### config.mk
export PLATFORM = sky130hd
export DESIGN_NAME = adc_ema_to_pwm_period_ranged
export DESIGN_NICKNAME = d
export VERILOG_FILES = /design/src/rtl/aepr_pkg.sv /design/src/rtl/aepr_ctrl.sv /design/src/rtl/aepr_dp.sv /design/src/rtl/adc_ema_to_pwm_period_ranged.sv
export SDC_FILE = /design/constraint.sdc
export NUM_CORES = 2
export LEC_CHECK = 0
export BUFFER_PORTS_ARGS = -buffer_cell sky130_fd_sc_hd__buf_2
export CAP_MARGIN = 20
export CELL_PAD_IN_SITES_DETAIL_PLACEMENT = 2
export CELL_PAD_IN_SITES_GLOBAL_PLACEMENT = 2
export CORE_AREA = 2 2 267 269
export CTS_CLUSTER_DIAMETER = 60
export DETAILED_ROUTE_END_ITERATION = 10
export DIE_AREA = 0 0 269 271
export PLACE_DENSITY = 0.81
export SETUP_SLACK_MARGIN = 0.3
export SKIP_LAST_GASP = 1
export SLEW_MARGIN = 20
export SYNTH_ARGS = -nofsm -noshare
export SYNTH_HDL_FRONTEND = slang
export SYNTH_HIERARCHICAL = 1
export SYNTH_SLANG_ARGS = --single-unit
### constraint.sdc
create_clock -name clock -period 9.8 [get_ports clock]
set_input_delay 1.47 -clock clock [delete_from_list [all_inputs] [get_ports clock]]
set_output_delay 1.47 -clock clock [all_outputs]
set_load 0.02 [all_outputs]
### src/rtl/aepr_pkg.sv
// Shared types, constants and controller/datapath command structs for the
// moving-average to PWM period block. No dependencies.
package aepr_pkg;

   localparam int SAMPLE_BITS = 12;

   localparam int WEIGHT_W = 8;
   localparam int AVG_W    = 12;
   localparam int LEVEL_W  = 12;
   localparam int FREQ_W   = 17;
   localparam int PERIOD_W = 14;
   localparam int HIGH_W   = 13;
   localparam int RANGE_W  = 4;

   // moving-average accumulator: new-sample and old-average products
   localparam int NEW_PROD_W = WEIGHT_W + SAMPLE_BITS;
   localparam int OLD_PROD_W = WEIGHT_W + 1 + AVG_W;
   localparam int SUM_W      = ((NEW_PROD_W > OLD_PROD_W) ? NEW_PROD_W : OLD_PROD_W) + 1;
   localparam int SHIFT_W    = SUM_W - WEIGHT_W;

   // frequency term level*range*9900/4085, reduced by 5 to level*range*1980/817
   localparam int SPAN_W       = 14;
   localparam int PROD1_W      = LEVEL_W + RANGE_W;
   localparam int SPAN_RED_W   = 11;
   localparam int SCALED_W     = PROD1_W + SPAN_RED_W;
   localparam int BASE_W       = 7;
   localparam int BASEP_W      = BASE_W + RANGE_W;

   // floor(x/817) as (x * ceil(2^37/817)) >> 37, exact for any x below 2^27
   localparam int RECIP_W      = 28;
   localparam int RECIP_SHIFT  = 37;
   localparam int RECIP_PROD_W = SCALED_W + RECIP_W;

   // restoring divider for the period
   localparam int QUO_W      = 18;
   localparam int REM_W      = FREQ_W;
   localparam int DIV2_STEPS = 14;
   localparam int CNT_W      = 5;

   localparam logic [WEIGHT_W-1:0]   WEIGHT_RESET = 8'd77;
   localparam logic [AVG_W-1:0]      AVG_MIN      = 12'd5;
   localparam logic [AVG_W-1:0]      AVG_MAX      = 12'd4090;
   localparam logic [REM_W-1:0]      LEVEL_SPAN   = 17'd4085;
   localparam logic [SPAN_W-1:0]     SPAN_HZ      = 14'd9900;
   localparam logic [SPAN_RED_W-1:0] SPAN_RED     = 11'd1980;
   localparam logic [RECIP_W-1:0]    RECIP_SPAN   = 28'd168223934;
   localparam logic [BASE_W-1:0]     BASE_HZ      = 7'd100;
   localparam logic [19:0]           US_PER_S     = 20'd1000000;
   localparam logic [RANGE_W-1:0]    RANGE_TOP    = 4'd10;
   localparam logic [RANGE_W-1:0]    RANGE_FIRST  = 4'd1;

   localparam logic [REM_W-1:0] DIV2_REM_INIT = REM_W'(US_PER_S >> DIV2_STEPS);
   localparam logic [QUO_W-1:0] DIV2_QUO_INIT =
      QUO_W'(US_PER_S[DIV2_STEPS-1:0]) << (QUO_W - DIV2_STEPS);

   localparam logic [CNT_W-1:0] DIV2_LAST = CNT_W'(DIV2_STEPS - 1);

   typedef struct packed {
      logic [SAMPLE_BITS-1:0] sample;
      logic                   click;
   } req_type;

   typedef struct packed {
      logic [LEVEL_W-1:0]  level;
      logic [FREQ_W-1:0]   freq_hz;
      logic [PERIOD_W-1:0] pwm_period;
      logic [HIGH_W-1:0]   high_us;
      logic [RANGE_W-1:0]  range_index;
   } rsp_type;

   typedef struct packed {
      logic accept;    // capture request, advance range on click
      logic ema;       // update moving average and level
      logic check;     // decide emission, track last level
      logic mul1;      // level * range
      logic mul2;      // * 1980
      logic recip;     // reciprocal multiply for / 817
      logic div_step;  // one restoring divider step
      logic freq;      // form frequency, load divider for 1e6 / freq
      logic out_load;  // write result register
   } cmd_type;

   typedef struct packed {
      logic emit;
      logic out_free;
   } status_type;

endpackage

### src/rtl/aepr_ctrl.sv
// Sequencing state machine for the moving-average to PWM period block.
// Depends on aepr_pkg; drives cmd_type to the datapath, reads status_type.
module aepr_ctrl import aepr_pkg::*; (
   input  logic       clock,
   input  logic       reset,
   input  logic       req_valid,
   output logic       req_stall,
   input  status_type status,
   output cmd_type    cmd
);

   localparam logic [3:0] ST_IDLE  = 4'd0;
   localparam logic [3:0] ST_EMA   = 4'd1;
   localparam logic [3:0] ST_CHK   = 4'd2;
   localparam logic [3:0] ST_MUL1  = 4'd3;
   localparam logic [3:0] ST_MUL2  = 4'd4;
   localparam logic [3:0] ST_RECIP = 4'd5;
   localparam logic [3:0] ST_FREQ  = 4'd6;
   localparam logic [3:0] ST_DIV2  = 4'd7;
   localparam logic [3:0] ST_OUT   = 4'd8;

   logic [3:0]       state_ff, state_in;
   logic [CNT_W-1:0] cnt_ff, cnt_in;

   assign req_stall = (state_ff != ST_IDLE);

   always_comb begin
      state_in = state_ff;
      cnt_in   = cnt_ff;
      cmd      = '0;
      unique case (state_ff)
         ST_IDLE: begin
            if (req_valid) begin
               cmd.accept = 1'b1;
               state_in   = ST_EMA;
            end
         end
         ST_EMA: begin
            cmd.ema  = 1'b1;
            state_in = ST_CHK;
         end
         ST_CHK: begin
            cmd.check = 1'b1;
            state_in  = status.emit ? ST_MUL1 : ST_IDLE;
         end
         ST_MUL1: begin
            cmd.mul1 = 1'b1;
            state_in = ST_MUL2;
         end
         ST_MUL2: begin
            cmd.mul2 = 1'b1;
            state_in = ST_RECIP;
         end
         ST_RECIP: begin
            cmd.recip = 1'b1;
            state_in  = ST_FREQ;
         end
         ST_FREQ: begin
            cmd.freq = 1'b1;
            cnt_in   = DIV2_LAST;
            state_in = ST_DIV2;
         end
         ST_DIV2: begin
            cmd.div_step = 1'b1;
            cnt_in       = cnt_ff - 1'b1;
            if (cnt_ff == '0) begin
               state_in = ST_OUT;
            end
         end
         ST_OUT: begin
            // hold until the result register can take the new request's result
            if (status.out_free) begin
               cmd.out_load = 1'b1;
               state_in     = ST_IDLE;
            end
         end
         default: begin
            state_in = ST_IDLE;
         end
      endcase
   end

   always_ff @(posedge clock) begin
      if (reset) begin
         state_ff <= ST_IDLE;
         cnt_ff   <= '0;
      end else begin
         state_ff <= state_in;
         cnt_ff   <= cnt_in;
      end
   end

endmodule

### src/rtl/aepr_dp.sv
// Datapath: moving average, range index, frequency and period arithmetic,
// period divider and result register. Depends on aepr_pkg.
module aepr_dp import aepr_pkg::*; (
   input  logic                clock,
   input  logic                reset,
   input  req_type             req_data,
   input  logic                csr_write,
   input  logic [WEIGHT_W-1:0] csr_data,
   input  cmd_type             cmd,
   output status_type          status,
   output logic                rsp_valid,
   input  logic                rsp_stall,
   output rsp_type             rsp_data
);

   // configuration and persistent state
   logic [WEIGHT_W-1:0]    weight_ff;
   logic [AVG_W-1:0]       average_ff, average_in;
   logic [LEVEL_W-1:0]     last_level_ff;
   logic [RANGE_W-1:0]     range_ff;
   logic                   pending_ff;
   logic                   emitted_ff;

   // per-request working registers
   logic [SAMPLE_BITS-1:0] sample_ff;
   logic [LEVEL_W-1:0]     level_ff;
   logic [PROD1_W-1:0]     prod1_ff;
   logic [SCALED_W-1:0]    scaled_ff;
   logic [FREQ_W-1:0]      freq_ff, freq_in;
   logic [REM_W-1:0]       rem_ff, divisor_ff;
   logic [QUO_W-1:0]       quo_ff;

   logic                   rsp_valid_ff, rsp_valid_in;
   rsp_type                rsp_ff;

   // moving average
   logic [NEW_PROD_W-1:0]  prod_new;
   logic [WEIGHT_W:0]      weight_old;
   logic [OLD_PROD_W-1:0]  prod_old;
   logic [SUM_W-1:0]       sum;
   logic [SHIFT_W-1:0]     acc;

   // frequency
   logic [RECIP_PROD_W-1:0] recip_prod;
   logic [BASEP_W-1:0]     base_hz;

   // divider step
   logic [REM_W+1:0]       trial;
   logic                   quo_bit;

   assign prod_new   = weight_ff * sample_ff;
   assign weight_old = (WEIGHT_W+1)'(1 << WEIGHT_W) - {1'b0, weight_ff};
   assign prod_old   = weight_old * average_ff;
   assign sum        = SUM_W'(prod_new) + SUM_W'(prod_old);
   assign acc        = sum[SUM_W-1:WEIGHT_W];

   always_comb begin
      if (acc < SHIFT_W'(AVG_MIN)) begin
         average_in = AVG_MIN;
      end else if (acc > SHIFT_W'(AVG_MAX)) begin
         average_in = AVG_MAX;
      end else begin
         average_in = AVG_W'(acc);
      end
   end

   assign recip_prod = scaled_ff * RECIP_SPAN;
   assign base_hz    = BASE_HZ * range_ff;
   assign freq_in    = FREQ_W'(base_hz) + quo_ff[FREQ_W-1:0];

   assign trial   = {1'b0, rem_ff, quo_ff[QUO_W-1]} - {2'b00, divisor_ff};
   assign quo_bit = ~trial[REM_W+1];

   assign status.emit     = !emitted_ff || (level_ff != last_level_ff) || pending_ff;
   assign status.out_free = !rsp_valid_ff || !rsp_stall;

   always_comb begin
      rsp_valid_in = rsp_valid_ff;
      if (rsp_valid_ff && !rsp_stall) begin
         rsp_valid_in = 1'b0;
      end
      if (cmd.out_load) begin
         rsp_valid_in = 1'b1;
      end
   end

   // control and persistent state
   always_ff @(posedge clock) begin
      if (reset) begin
         weight_ff     <= WEIGHT_RESET;
         average_ff    <= '0;
         last_level_ff <= '0;
         range_ff      <= RANGE_FIRST;
         pending_ff    <= 1'b0;
         emitted_ff    <= 1'b0;
         rsp_valid_ff  <= 1'b0;
      end else begin
         rsp_valid_ff <= rsp_valid_in;
         if (csr_write) begin
            weight_ff <= csr_data;
         end
         if (cmd.accept && req_data.click) begin
            range_ff   <= (range_ff >= RANGE_TOP) ? RANGE_FIRST : range_ff + 1'b1;
            pending_ff <= 1'b1;
         end
         if (cmd.ema) begin
            average_ff <= average_in;
         end
         if (cmd.check) begin
            last_level_ff <= level_ff;
            if (status.emit) begin
               emitted_ff <= 1'b1;
               pending_ff <= 1'b0;
            end
         end
      end
   end

   // payload registers
   always_ff @(posedge clock) begin
      if (cmd.accept) begin
         sample_ff <= req_data.sample;
      end
      if (cmd.ema) begin
         level_ff <= average_in - AVG_MIN;
      end
      if (cmd.mul1) begin
         prod1_ff <= level_ff * range_ff;
      end
      if (cmd.mul2) begin
         scaled_ff <= prod1_ff * SPAN_RED;
      end
      if (cmd.recip) begin
         quo_ff <= recip_prod[RECIP_SHIFT +: QUO_W];
      end
      if (cmd.freq) begin
         freq_ff    <= freq_in;
         rem_ff     <= DIV2_REM_INIT;
         quo_ff     <= DIV2_QUO_INIT;
         divisor_ff <= freq_in;
      end
      if (cmd.div_step) begin
         rem_ff <= quo_bit ? trial[REM_W-1:0] : {rem_ff[REM_W-2:0], quo_ff[QUO_W-1]};
         quo_ff <= {quo_ff[QUO_W-2:0], quo_bit};
      end
      if (cmd.out_load) begin
         rsp_ff.level       <= level_ff;
         rsp_ff.freq_hz     <= freq_ff;
         rsp_ff.pwm_period  <= quo_ff[PERIOD_W-1:0];
         rsp_ff.high_us     <= quo_ff[PERIOD_W-1:1];
         rsp_ff.range_index <= range_ff;
      end
   end

   assign rsp_valid = rsp_valid_ff;
   assign rsp_data  = rsp_ff;

endmodule

### src/rtl/adc_ema_to_pwm_period_ranged.sv
// Top level of the moving-average to PWM period block.
// Depends on aepr_pkg, aepr_ctrl and aepr_dp.
//
// Request channel (req_valid/req_stall/req_data): one converter sample and a
//   click flag per request; a click advances the range index 1..10 with wrap
//   before the sample is folded into the moving average.
// Result channel (rsp_valid/rsp_stall/rsp_data): level, frequency, period,
//   high time and range index; a result appears on the first request, on a
//   level change and on a range change, otherwise none.
// Register port (csr_valid/csr_ready/csr_data): moving-average weight in
//   1/256 units; csr_ready is always high. Write it only while idle.
// Timing: one request at a time. A request with a result keeps req_stall high
//   through average, check, two multiplies, a reciprocal multiply for the
//   divide by 817, frequency, a 14-step divide of 1e6 by the frequency and
//   result load, which waits while a stalled result holds the output
//   register; the result is valid the cycle after the load. A request with
//   no result passes only average and check. The divider yields one bit per cycle.
// Reset (synchronous, active high): weight 77, average and last level zero,
//   range 1, no result pending. A stalled result stays in the output register
//   while the next request is taken; only a second finished result waits.
module adc_ema_to_pwm_period_ranged import aepr_pkg::*; (
   input  logic                clock,
   input  logic                reset,
   input  logic                req_valid,
   output logic                req_stall,
   input  req_type             req_data,
   output logic                rsp_valid,
   input  logic                rsp_stall,
   output rsp_type             rsp_data,
   input  logic                csr_valid,
   output logic                csr_ready,
   input  logic [WEIGHT_W-1:0] csr_data
);

   cmd_type    cmd;
   status_type status;

   // accept a weight write on any cycle
   assign csr_ready = 1'b1;

   aepr_ctrl u_ctrl (
      .clock     (clock),
      .reset     (reset),
      .req_valid (req_valid),
      .req_stall (req_stall),
      .status    (status),
      .cmd       (cmd)
   );

   aepr_dp u_dp (
      .clock     (clock),
      .reset     (reset),
      .req_data  (req_data),
      .csr_write (csr_valid && csr_ready),
      .csr_data  (csr_data),
      .cmd       (cmd),
      .status    (status),
      .rsp_valid (rsp_valid),
      .rsp_stall (rsp_stall),
      .rsp_data  (rsp_data)
   );

endmodule

==> reports/metrics.yaml <==
outcome:
  status: "finished, final reports clean"
timing:
  hold_violations: 0
  worst_pin_slew_ps: 1070
  fin_skew_ps: 37.4
  fin_crit_sh_pct: 92.6
  setup_violations: 0
  hold_slack_ps: 463
  fin_crit_ps: 9080
  final.setup.tns_ps: 0
  relSlewSlack_pct: 28.5
  fmax_mhz: 110
  drv_slew: 0
  rsz0062_at_grt: "no"
final_layout:
  design_area_um2: 33200
  drive_gt1_share_pct: 6.92
  instances_no_fill: 4018
  antenna_cells: 0
  area_growth_pct: 8.33
  nNetsFinal: 4030
die:
  core.rowCount: 97
  die_h_um: 271
  coreArea_um2: 69800
  die_area_um2: 72900
  io_pins: 89
  die_x_um: 269
  floorplan.initialDensity_pct: 43.9
synthesis:
  ys.flop_type: "edfxtp_1"
  yosysWarnings: 6
  syn-num-nets: 3973
  syn_area_um2: 30700
  syn_area_per_cell_um2: 10.2
  synthArstFlopShare_pct: 0
  postSynthCellCount: 2995
  synth-seq-cells: 212
  synth_edf_count: 164
  synth_cell_type_count: 91
  ys_seq_area_share_pct: 19.2
routing:
  wl_per_cell_um: 23.8
  vias_per_cell: 5.33
  drt-pass1-iter-count: 5
  drc: 0
  ant_nets: 0
  drt-initial-drc-count: 940
  vias: 21400
  drt_wl_total_um: 95400
worst_setup_path:
  cp-end-kind: "flip-flop"
  start_kind: "flip-flop"
  cp.required_ps: 10090
  crit_path_max_incr_delay_ps: 540
  worstSetupPathType: "flip-flop to flip-flop"
  arrival_ps: 9360
  crit_path_frequent_cell: "fa_1"
  r2r_setup_slack_ps: 720
  cp_slowest_cell: "fa_1"
  worst-path-max-fanout: 17
global_route:
  grt_overflow: 0
  grt_pass1_wl_um: 151000
  grt_use_total_pct: 27.3
  grt_pass1_vias: 26300
  grt_max_degree: 41
  antenna_found_initial: 2
clock_tree:
  root_buffer: "clkbuf_16"
  cts_buffers: 35
  ctsHoldBuffers: 0
  post_cts_buffers: 0
  cts_tree: "built"
  clk-insertion-delay-late_ps: 570
  cts_buffer_depth: 3
  h-tree-depth: 2
  clk_pin_slew_ps: 60
  cts_num_sinks: 212
placed_design:
  gp_congestion: 0.888
  hpwl_um: 79000
  dpl.cell_count: 3955
  numPortBuffers: 87
  place_area_um2: 32000
flow_run:
  cap_violations: 0
min_path:
  hp-class: "flip-flop to flip-flop"
-- registers in the layout, summed over array words and instances (netlist names), 8 cells and up --
name and cells:
u_dp/prod1_ff 16, u_dp/scaled_ff 25, u_dp/last_level_ff 12, u_dp/quo_ff 18, u_dp/rem_ff 17, u_dp/level_ff 12, u_dp/sample_ff 12, u_dp/rsp_data 47
u_dp/average_ff 12, u_dp/divisor_ff 17, u_dp/weight_ff 8
-- cells by family (layout without fill, tap and decap cells) --
logic type,after synthesis,in the layout,share of synthesized area [%]
multiplexers,36,36,1.20
other,1,1,0.0122
XOR/XNOR,101,101,2.91
flip-flops,212,212,19.2
buffers and inverters,816,899,10.3
AND/OR/NAND/NOR,590,590,9.28
AO/OA/AOI/OAI,287,287,6.42
adder cells (fa/ha/maj),952,952,50.7
-- routing by layer --
metal / routed length (µm) / GRT usage [%] / share of wire [%] / vias up
li1: - / - / - / 9564
met1: 37500 / 31.7 / 39 / 11300
met2: 50800 / 50.4 / 53 / 412
met3: 3810 / 4.31 / 4.0 / 183
met4: 3330 / 9.06 / 3.5 / 2
met5: 8 / 0 / 0.0084 / -
-- what timing repair did --
item / 4_1_cts / 5_1_grt
hold endpoints to repair: 0 / 0
cloned: 0 / 0
setup endpoints to repair: 2 / 5
gates resized for setup: 1 / 6
-- worst paths after layout --
path,from,to,cells past startpoint
max,u_dp/weight_ff[2],u_dp/level_ff[10],28
min,u_dp/divisor_ff[12],u_dp/rsp_data[43],0
max reg2reg,u_dp/weight_ff[2],u_dp/level_ff[10],28
min reg2reg,u_dp/divisor_ff[12],u_dp/rsp_data[43],0
-- synth_stat cells, types with 8 or more instances --
cell type	number	area, µm²
a211oi_1	15	113
a21o_1	17	128
a21oi_1	75	375
a31oi_1	8	50.1
and2_1	108	676
and3_1	9	56.3
buf_1	8	30.0
buf_4	15	113
clkbuf_1	49	184
dfxtp_1	48	961
edfxtp_1	164	4920
fa_1	485	9710
ha_1	467	5840
inv_1	733	2750
mux2i_1	34	340
nand2_1	234	878
nand2b_1	19	119
nand3_1	25	125
nand4_1	11	68.8
nor2_1	94	353
nor2b_1	11	68.8
nor3_1	36	180
o211ai_1	10	75.1
o21a_1	12	90.1
o21ai_0	60	300
o21bai_1	11	82.6
or2_2	11	68.8
or3_1	8	50.1
xnor2_1	64	561
xor2_1	36	315
-- layout by cell type, fill, tap and decap left out, drive strengths merged, types with 3 or more instances in the layout --
| cell | n |
|---|---|
| a2111oi | 9 |
| a211o | 5 |
| a211oi | 19 |
| a21boi | 7 |
| a21o | 18 |
| a21oi | 77 |
| a311oi | 7 |
| a31o | 6 |
| a31oi | 8 |
| and2 | 110 |
| and3 | 9 |
| buf | 102 |
| clkbuf | 42 |
| clkinv | 12 |
| clkinvlp | 3 |
| dfxtp | 48 |
| edfxtp | 164 |
| fa | 485 |
| ha | 467 |
| inv | 738 |
| mux2i | 34 |
| nand2 | 234 |
| nand2b | 19 |
| nand3 | 26 |
| nand4 | 11 |
| nor2 | 94 |
| nor2b | 11 |
| nor3 | 37 |
| nor4 | 6 |
| o211ai | 10 |
| o21a | 13 |
| o21ai | 64 |
| o21bai | 11 |
| o22ai | 3 |
| o31ai | 6 |
| or2 | 11 |
| or3 | 8 |
| xnor2 | 64 |
| xor2 | 37 |
-- stage by stage --
stage	setup WS [ps]	utilization, %
6_report	721	47.6
5_1_grt	324	47.6
4_1_cts	346	47.5
3_5_place_dp	312	45.9
3_3_place_gp	1030	45.9
2_1_floorplan	1650	-
-- worst max-delay path, delay by kind of cell (launching register included) --
family          cells  cell delay (ps)
xor+xnor            2              560
mux                 1              310
fa+ha+maj           8             3640
buf+inv             2              160
flops               1              520
simple gates        9             2320
compound gates      6             1270
-- final cells by class --
type                       instances  area [µm²]
clock buffer                      42         912
clock inverter                    21         221
fill                            7213       36600
inverter                         734        2760
multi-input combinational       1967       21700
sequential                       212        5890
tap                              940        1180
timing repair buffer             102         548
Power is left out: the tool's default activity adds up to more than one toggle a clock period on the data nets, which glitch-free logic cannot reach.
